--- src/rtl/adc_block_average_scale_delta_assert.svh ---
// Assertion macros for the block average decimator.
// Plain text only; included by adc_block_average_scale_delta, which checks its own logic.
`ifndef ADC_BLOCK_AVERAGE_SCALE_DELTA_ASSERT_SVH
`define ADC_BLOCK_AVERAGE_SCALE_DELTA_ASSERT_SVH

// Check that cons holds in the same cycle as ante.
`define ABASD_ASSERT_NOW(label, clk, rst, ante, cons, msg) \
  label: assert property (@(posedge clk) disable iff (rst) (ante) |-> (cons)) \
    else $error(msg);

// Check that cons holds in the cycle after ante.
`define ABASD_ASSERT_NEXT(label, clk, rst, ante, cons, msg) \
  label: assert property (@(posedge clk) disable iff (rst) (ante) |=> (cons)) \
    else $error(msg);

`endif

--- src/rtl/abasd_pkg.sv ---
// Package for the block average decimator: widths, register indexes and
// the sequencer state type. No dependencies.
`timescale 1ns / 1ps

package abasd_pkg;

  localparam int SAMPLE_BITS = 10;
  localparam int COUNT_W     = 8;
  localparam int RES_W       = 16;
  localparam int SUM_W       = SAMPLE_BITS + COUNT_W;
  localparam int PROD_W      = SAMPLE_BITS + RES_W;
  localparam int STEP_W      = $clog2(PROD_W + 1);
  localparam int VALUE_W     = 16;
  localparam int CHANGE_W    = 17;
  localparam int IN_DATA_W   = 16;
  localparam int OUT_DATA_W  = 40;
  localparam int CFG_ADDR_W  = 1;
  localparam int CFG_DATA_W  = 16;

  localparam logic [CFG_ADDR_W-1:0] REG_AVERAGE_COUNT     = 1'd0;
  localparam logic [CFG_ADDR_W-1:0] REG_OUTPUT_RESOLUTION = 1'd1;

  typedef enum logic [2:0] {
    ST_IDLE,
    ST_DIV_AVG,
    ST_MUL,
    ST_DIV_SCALE,
    ST_EMIT
  } state_t;

endpackage

--- src/rtl/adc_block_average_scale_delta.sv ---
// A sample that completes a block starts the sequence: divide the sum by the sample count,
// multiply by output_resolution, divide by full scale, then emit the result beat; other
// samples are only added to the sum. No new sample is taken until the result is emitted,
// which waits for the result register to be free; the shared subtractor serves both divides.
// Reset (rst, synchronous) clears the sum, count and history and loads
// average_count = 1, output_resolution = 1023.
`timescale 1ns / 1ps

`include "adc_block_average_scale_delta_assert.svh"

module adc_block_average_scale_delta
  import abasd_pkg::*;
#(
  parameter int unsigned HW_FULL_SCALE = 1023
) (
  input  logic                  clk,
  input  logic                  rst,
  input  logic                  cfg_we,
  input  logic [CFG_ADDR_W-1:0] cfg_addr,
  input  logic [CFG_DATA_W-1:0] cfg_data,
  input  logic                  s_axis_tvalid,
  output logic                  s_axis_tready,
  input  logic [IN_DATA_W-1:0]  s_axis_tdata,  // [9:0] sample
  output logic                  m_axis_tvalid,
  input  logic                  m_axis_tready,
  output logic [OUT_DATA_W-1:0] m_axis_tdata   // [15:0] scaled_value, [32:16] change
);

  localparam int unsigned FULL_DIV = (HW_FULL_SCALE == 0) ? 1 : HW_FULL_SCALE;

  state_t state, state_next;

  logic [COUNT_W-1:0] average_count;
  logic [RES_W-1:0]   output_resolution;
  logic [SUM_W-1:0]   sample_sum;
  logic [COUNT_W-1:0] samples_taken;
  logic [VALUE_W-1:0] previous_value;
  logic               previous_known;

  logic [PROD_W-1:0]  quo;
  logic [RES_W-1:0]   rem;
  logic [RES_W-1:0]   divisor;
  logic [STEP_W-1:0]  step_cnt;

  logic               in_beat;
  logic               out_free;
  logic               div_step;
  logic               div_last;

  logic [SUM_W-1:0]   sum_new;
  logic [COUNT_W-1:0] taken_new;
  logic [COUNT_W-1:0] eff_count;
  logic               block_done;

  logic [RES_W:0]     rem_shift;
  logic [RES_W+1:0]   trial;
  logic               trial_ge;

  logic [VALUE_W-1:0] scaled;
  logic [CHANGE_W-1:0] change;

  assign in_beat    = s_axis_tvalid && s_axis_tready;
  assign out_free   = !m_axis_tvalid || m_axis_tready;
  assign sum_new    = sample_sum + SUM_W'(s_axis_tdata[SAMPLE_BITS-1:0]);
  assign taken_new  = samples_taken + COUNT_W'(1);
  assign eff_count  = (average_count == '0) ? COUNT_W'(1) : average_count;
  assign block_done = taken_new >= eff_count;
  assign div_last   = step_cnt == STEP_W'(1);

  // shared restoring divide step
  assign rem_shift = {rem, quo[PROD_W-1]};
  assign trial     = {1'b0, rem_shift} - {2'b00, divisor};
  assign trial_ge  = !trial[RES_W+1];

  assign scaled = (|quo[PROD_W-1:VALUE_W]) ? {VALUE_W{1'b1}} : quo[VALUE_W-1:0];
  assign change = previous_known ?
                  ({1'b0, scaled} - {1'b0, previous_value}) : '0;

  always_comb begin
    state_next = state;
    case (state)
      ST_IDLE: begin
        if (in_beat && block_done) state_next = ST_DIV_AVG;
      end
      ST_DIV_AVG: begin
        if (div_last) state_next = ST_MUL;
      end
      ST_MUL: begin
        state_next = ST_DIV_SCALE;
      end
      ST_DIV_SCALE: begin
        if (div_last) state_next = ST_EMIT;
      end
      ST_EMIT: begin
        if (out_free) state_next = ST_IDLE;
      end
      default: begin
        state_next = ST_IDLE;
      end
    endcase
  end

  always_comb begin
    s_axis_tready = 1'b0;
    div_step      = 1'b0;
    case (state)
      ST_IDLE:      s_axis_tready = 1'b1;
      ST_DIV_AVG:   div_step = 1'b1;
      ST_DIV_SCALE: div_step = 1'b1;
      default: begin
        s_axis_tready = 1'b0;
        div_step      = 1'b0;
      end
    endcase
  end

  always_ff @(posedge clk) begin
    if (rst) begin
      state             <= ST_IDLE;
      average_count     <= COUNT_W'(1);
      output_resolution <= RES_W'(1023);
      sample_sum        <= '0;
      samples_taken     <= '0;
      previous_value    <= '0;
      previous_known    <= 1'b0;
      step_cnt          <= '0;
      m_axis_tvalid     <= 1'b0;
    end else begin
      state <= state_next;
      if (cfg_we) begin
        case (cfg_addr)
          REG_AVERAGE_COUNT:     average_count     <= cfg_data[COUNT_W-1:0];
          REG_OUTPUT_RESOLUTION: output_resolution <= cfg_data[RES_W-1:0];
          default: begin
          end
        endcase
      end
      if (state == ST_EMIT && out_free) begin
        m_axis_tvalid <= 1'b1;
      end else if (m_axis_tvalid && m_axis_tready) begin
        m_axis_tvalid <= 1'b0;
      end

      case (state)
        ST_IDLE: begin
          if (in_beat) begin
            if (block_done) begin
              sample_sum    <= '0;
              samples_taken <= '0;
              step_cnt      <= STEP_W'(SUM_W);
            end else begin
              sample_sum    <= sum_new;
              samples_taken <= taken_new;
            end
          end
        end
        ST_DIV_AVG, ST_DIV_SCALE: begin
          step_cnt <= step_cnt - STEP_W'(1);
        end
        ST_MUL: begin
          step_cnt <= STEP_W'(PROD_W);
        end
        ST_EMIT: begin
          if (out_free) begin
            previous_value <= scaled;
            previous_known <= 1'b1;
          end
        end
        default: begin
        end
      endcase
    end
  end

  // datapath: no reset
  always_ff @(posedge clk) begin
    if (state == ST_IDLE && in_beat && block_done) begin
      quo     <= {sum_new, {(PROD_W - SUM_W){1'b0}}};
      rem     <= '0;
      divisor <= RES_W'(taken_new);
    end else if (div_step) begin
      quo     <= {quo[PROD_W-2:0], trial_ge};
      rem     <= trial_ge ? trial[RES_W-1:0] : rem_shift[RES_W-1:0];
    end else if (state == ST_MUL) begin
      quo     <= {{RES_W{1'b0}}, quo[SAMPLE_BITS-1:0]} *
                 {{SAMPLE_BITS{1'b0}}, output_resolution};
      rem     <= '0;
      divisor <= RES_W'(FULL_DIV);
    end
    if (state == ST_EMIT && out_free) begin
      m_axis_tdata <= {{(OUT_DATA_W - VALUE_W - CHANGE_W){1'b0}}, change, scaled};
    end
  end

  `ABASD_ASSERT_NOW(a_step_count_live, clk, rst,
    (state == ST_DIV_AVG || state == ST_DIV_SCALE), (step_cnt != '0),
    "divide step counter ran out inside a divide")
  `ABASD_ASSERT_NOW(a_rem_below_divisor, clk, rst,
    (state == ST_DIV_AVG || state == ST_DIV_SCALE), (rem < divisor),
    "partial remainder not below divisor")
  `ABASD_ASSERT_NOW(a_avg_fits, clk, rst,
    (state == ST_MUL), (quo[PROD_W-1:SAMPLE_BITS] == '0),
    "block average wider than a sample")
  `ABASD_ASSERT_NEXT(a_emit_gives_beat, clk, rst,
    (state == ST_EMIT && out_free), (m_axis_tvalid && state == ST_IDLE),
    "emit did not present a result beat")

endmodule
--- config.mk ---
export PLATFORM = sky130hd
export DESIGN_NAME = adc_block_average_scale_delta
export DESIGN_NICKNAME = d
export VERILOG_FILES = /design/src/rtl/abasd_pkg.sv /design/src/rtl/adc_block_average_scale_delta.sv
export VERILOG_INCLUDE_DIRS = /design/src /design/src/rtl
export SDC_FILE = /design/constraint.sdc
export NUM_CORES = 1
export LEC_CHECK = 0
export ABC_AREA = 1
export BUFFER_PORTS_ARGS = -buffer_cell sky130_fd_sc_hd__clkbuf_2
export CAP_MARGIN = 0
export CELL_PAD_IN_SITES_DETAIL_PLACEMENT = 1
export CELL_PAD_IN_SITES_GLOBAL_PLACEMENT = 1
export CORE_UTILIZATION = 50
export DETAILED_ROUTE_END_ITERATION = 12
export PLACE_DENSITY_LB_ADDON = 0.1
export SETUP_SLACK_MARGIN = 0.3
export SYNTH_ARGS = -nofsm -noshare
export SYNTH_HDL_FRONTEND = slang
export SYNTH_SLANG_ARGS = --single-unit
--- constraint.sdc ---
create_clock -name clk -period 10.2 [get_ports clk]
set_input_delay 2.04 -clock clk [delete_from_list [all_inputs] [get_ports clk]]
set_output_delay 2.04 -clock clk [all_outputs]
set_load 0.05 [all_outputs]
==> impl_metrics.env <==
export IMPL_synth_edf_count=59
export IMPL_netlist_cell_type_count=49
export IMPL_vias=13500
export IMPL_finalCritPeriodShare_pct=57.3
export IMPL_n_antenna_cell=0
export IMPL_drc=0
export IMPL_critPathCaptureType="register"
export IMPL_max_stage_delay_ps=980
export IMPL_core_um2=29000
export IMPL_fin_util_pct=55.2
export IMPL_worstRegToRegCells=19
export IMPL_die_area_um2=30400
export IMPL_synth_top_cell_area_share_pct=15.7
export IMPL_cp_top_family="adder cells"
export IMPL_cts_resized=0
export IMPL_setup_viol=0
export IMPL_worst_slew_pin_slew_ps=1120
export IMPL_finalCriticalPeriod_ps=5840
export IMPL_cts_buffers=17
export IMPL_cts_setup_buffers=0
export IMPL_ant_nets=0
export IMPL_wirelength_um=43700
export IMPL_critPathMaxFanout=17
export IMPL_crit_type="reg -> reg"
export IMPL_drive_above_1_share_pct=6.12
export IMPL_min_from="rem[15]$_SDFFE_PP0N_"
export IMPL_die_h_um=174
export IMPL_path_clk_slew_ps=90
export IMPL_synthFlopType="dfxtp_1"
export IMPL_path_cells="nand2_1 > fa_1 > fa_1 > inv_1 > fa_1 > fa_1 > inv_1 > fa_1 > inv_1 > ha_1 > nand2_1 > nor2_1 > nand3_1 > nor2_1 > nor2_1 > nand3_1 > nand3_1 > nand2_1 > nand2_1"
export IMPL_cap_violations=0
export IMPL_fin_nets=2387
export IMPL_syn_inst=2116
export IMPL_synth_seq_area_share_pct=25.5
export IMPL_grt_pass1_vias=14600
export IMPL_r2r_end="quo[19]$_DFFE_PP_"
export IMPL_cts_tree="done"
export IMPL_start_util_pct=51.3
export IMPL_grt_start_max_net_pins=48
export IMPL_cts_htree_levels=4
export IMPL_drt_pass1_iterations=5
export IMPL_final_max_slew_violation_count=0
export IMPL_crit_path_frequent_cell="fa_1"
export IMPL_fill_cells=3846
export IMPL_cts_sink_count=160
export IMPL_hold_class="reg -> reg"
export IMPL_max_clock_path_buffers=2
export IMPL_synth_top_cell_by_area="nand2_1"
export IMPL_via_per_inst=5.34
export IMPL_wl_per_cell_um=17.3
export IMPL_status="finished clean"
export IMPL_dpl_hpwl_um=33300
export IMPL_synth_seq_cells=160
export IMPL_clk_latency_ps=460
export IMPL_drtIter0Drc=571
export IMPL_worstPathRequired_ps=10400
export IMPL_max_slew_margin_rel_pct=25.3
export IMPL_start_kind="register"
export IMPL_slowest_stage="edfxtp_1"
export IMPL_grt_first_pass_wirelength_um=72200
export IMPL_globalplace_congestion=0.860
export IMPL_cts_hold_buf=0
export IMPL_avgSynthCellArea_um2=7.03
export IMPL_worst_path_buf_inv=3
export IMPL_hold_viol=0
export IMPL_port_buffers=66
export IMPL_netlist_area_um2=14900
export IMPL_die_x_um=174
export IMPL_rsz0062_at_grt="no"
export IMPL_antenna_found_initial=0
export IMPL_r2r_slack_ps=4360
export IMPL_syn_to_final_growth_pct=7.72
export IMPL_regToRegStartpoint="quo[9]$_DFFE_PP_"
export IMPL_synth_common_cells="623 x nand2_1, 432 x inv_1, 146 x nor2_1, 134 x nand3_1, 113 x fa_1"
export IMPL_clockRootBuffer="clkbuf_16"
export IMPL_worst_clock_skew_ps=23.0
export IMPL_yosysWarnings=0
export IMPL_synth_most_common_cell="nand2_1"
export IMPL_arrival_ps=6040
export IMPL_whs_endpoint="rem[15]$_SDFFE_PP0N_"
export IMPL_synthArstFlopShare_pct=0
export IMPL_ios=80
export IMPL_grt_overflow_total=0
export IMPL_fmax_ghz=0.171
export IMPL_grt_usage_pct=30.1
export IMPL_rows=62
export IMPL_fin_tns_setup_ps=0
export IMPL_synthTopCellsByArea="nand2_1 16%, fa_1 15%, dfxtp_1 14%, edfxtp_1 12%, inv_1 11%"
export IMPL_worstHoldPathCells=2
## cells in the final DEF (no fill, tap or decap), drive strengths merged, types with 2 or more instances in the layout
| master | instances |
|---|---|
| nand2 | 629 |
| inv | 444 |
| nor2 | 149 |
| nand3 | 135 |
| fa | 113 |
| a21oi | 109 |
| ha | 108 |
| dfxtp | 101 |
| clkbuf | 84 |
| o21ai | 75 |
| edfxtp | 59 |
| nand4 | 25 |
| xor2 | 15 |
| xnor2 | 11 |
| nor3 | 11 |
| or2 | 10 |
| nand3b | 7 |
| conb | 7 |
| a21o | 6 |
| o21a | 6 |
| nor4 | 4 |
| o211ai | 4 |
| a22oi | 4 |
| bufinv | 4 |
| clkinv | 4 |
| a21boi | 3 |
| buf | 3 |
| o21bai | 2 |
| o31ai | 2 |
## sequential cells by signal, indices dropped and copies added, names as in the netlist, 9 cells and up
register,count
m_axis_tdata,33
output_resolution,16
rem,16
previous_value,16
sample_sum,18
quo,26
divisor,9
## worst reg2reg max path: cells and delay by family (launching register included)
family | cells | cell delay [ps]
buffers and inverters | 3 | 160
DFF | 1 | 980
and+or+nand+nor | 10 | 1340
adders and majority gates | 6 | 3090
## stage by stage
| stage | area (um2) | worst slack [ps] | std cells | hold slack (ps) |
|---|---|---|---|---|
| final | 16000 | 4360 | 2525 | 461 |
| after global routing | 16000 | 4040 | 2525 | 497 |
| after CTS | 16000 | 4340 | 2525 | 465 |
| after detailed placement | 15300 | 4380 | 2493 | 455 |
| after global placement | 15300 | 4460 | 2493 | 445 |
| after floorplan | 14900 | 5190 | 2122 | 427 |
## cell families after synthesis
family | synth area share (%)
compound gates | 7.92
xor+xnor | 1.53
fa+ha+maj | 24.3
buf+inv | 13.7
flops | 25.5
other cells | 0.0252
simple gates | 27.0
## cell type report
| cell class | instances | area [um2] | area share [%] |
|---|---|---|---|
| Clock inverter | 14 | 235 | 1.47 |
| Multi-Input combinational cell | 1442 | 9060 | 56.6 |
| Clock buffer | 18 | 450 | 2.81 |
| Tap cell | 384 | 480 | 3.00 |
| Timing Repair Buffer | 69 | 353 | 2.20 |
| Sequential cell | 160 | 3790 | 23.7 |
| Inverter | 438 | 1640 | 10.3 |
## worst max path at each step
stage                              startpoint                end  slack [ps]  cells past startpoint
after detailed placement  quo[6]$_SDFFE_PP0N_  quo[20]$_DFFE_PP_        4380                     19
final                        quo[9]$_DFFE_PP_  quo[19]$_DFFE_PP_        4360                     19
after CTS                 quo[6]$_SDFFE_PP0N_  quo[20]$_DFFE_PP_        4340                     19
after global placement       quo[8]$_DFFE_PP_  quo[19]$_DFFE_PP_        4460                     19
after global routing      quo[3]$_SDFFE_PP0N_  quo[13]$_DFFE_PP_        4040                     23
after floorplan              quo[9]$_DFFE_PP_  quo[25]$_DFFE_PP_        5190                     21
## metal layers
metal  track usage [%]  vias up  part of all wire (%)  routed length, um
li1                  -     6501                     -                  -
met1              35.7     6635                    43              18600
met2              55.2      254                    51              22400
met3              3.94       96                   3.2               1420
met4              10.9        0                   3.0               1300
met5                 0        -                     0                  0
Power is left out: the tool's default activity adds up to more than one toggle a clock period on the data nets, which glitch-free logic cannot reach.
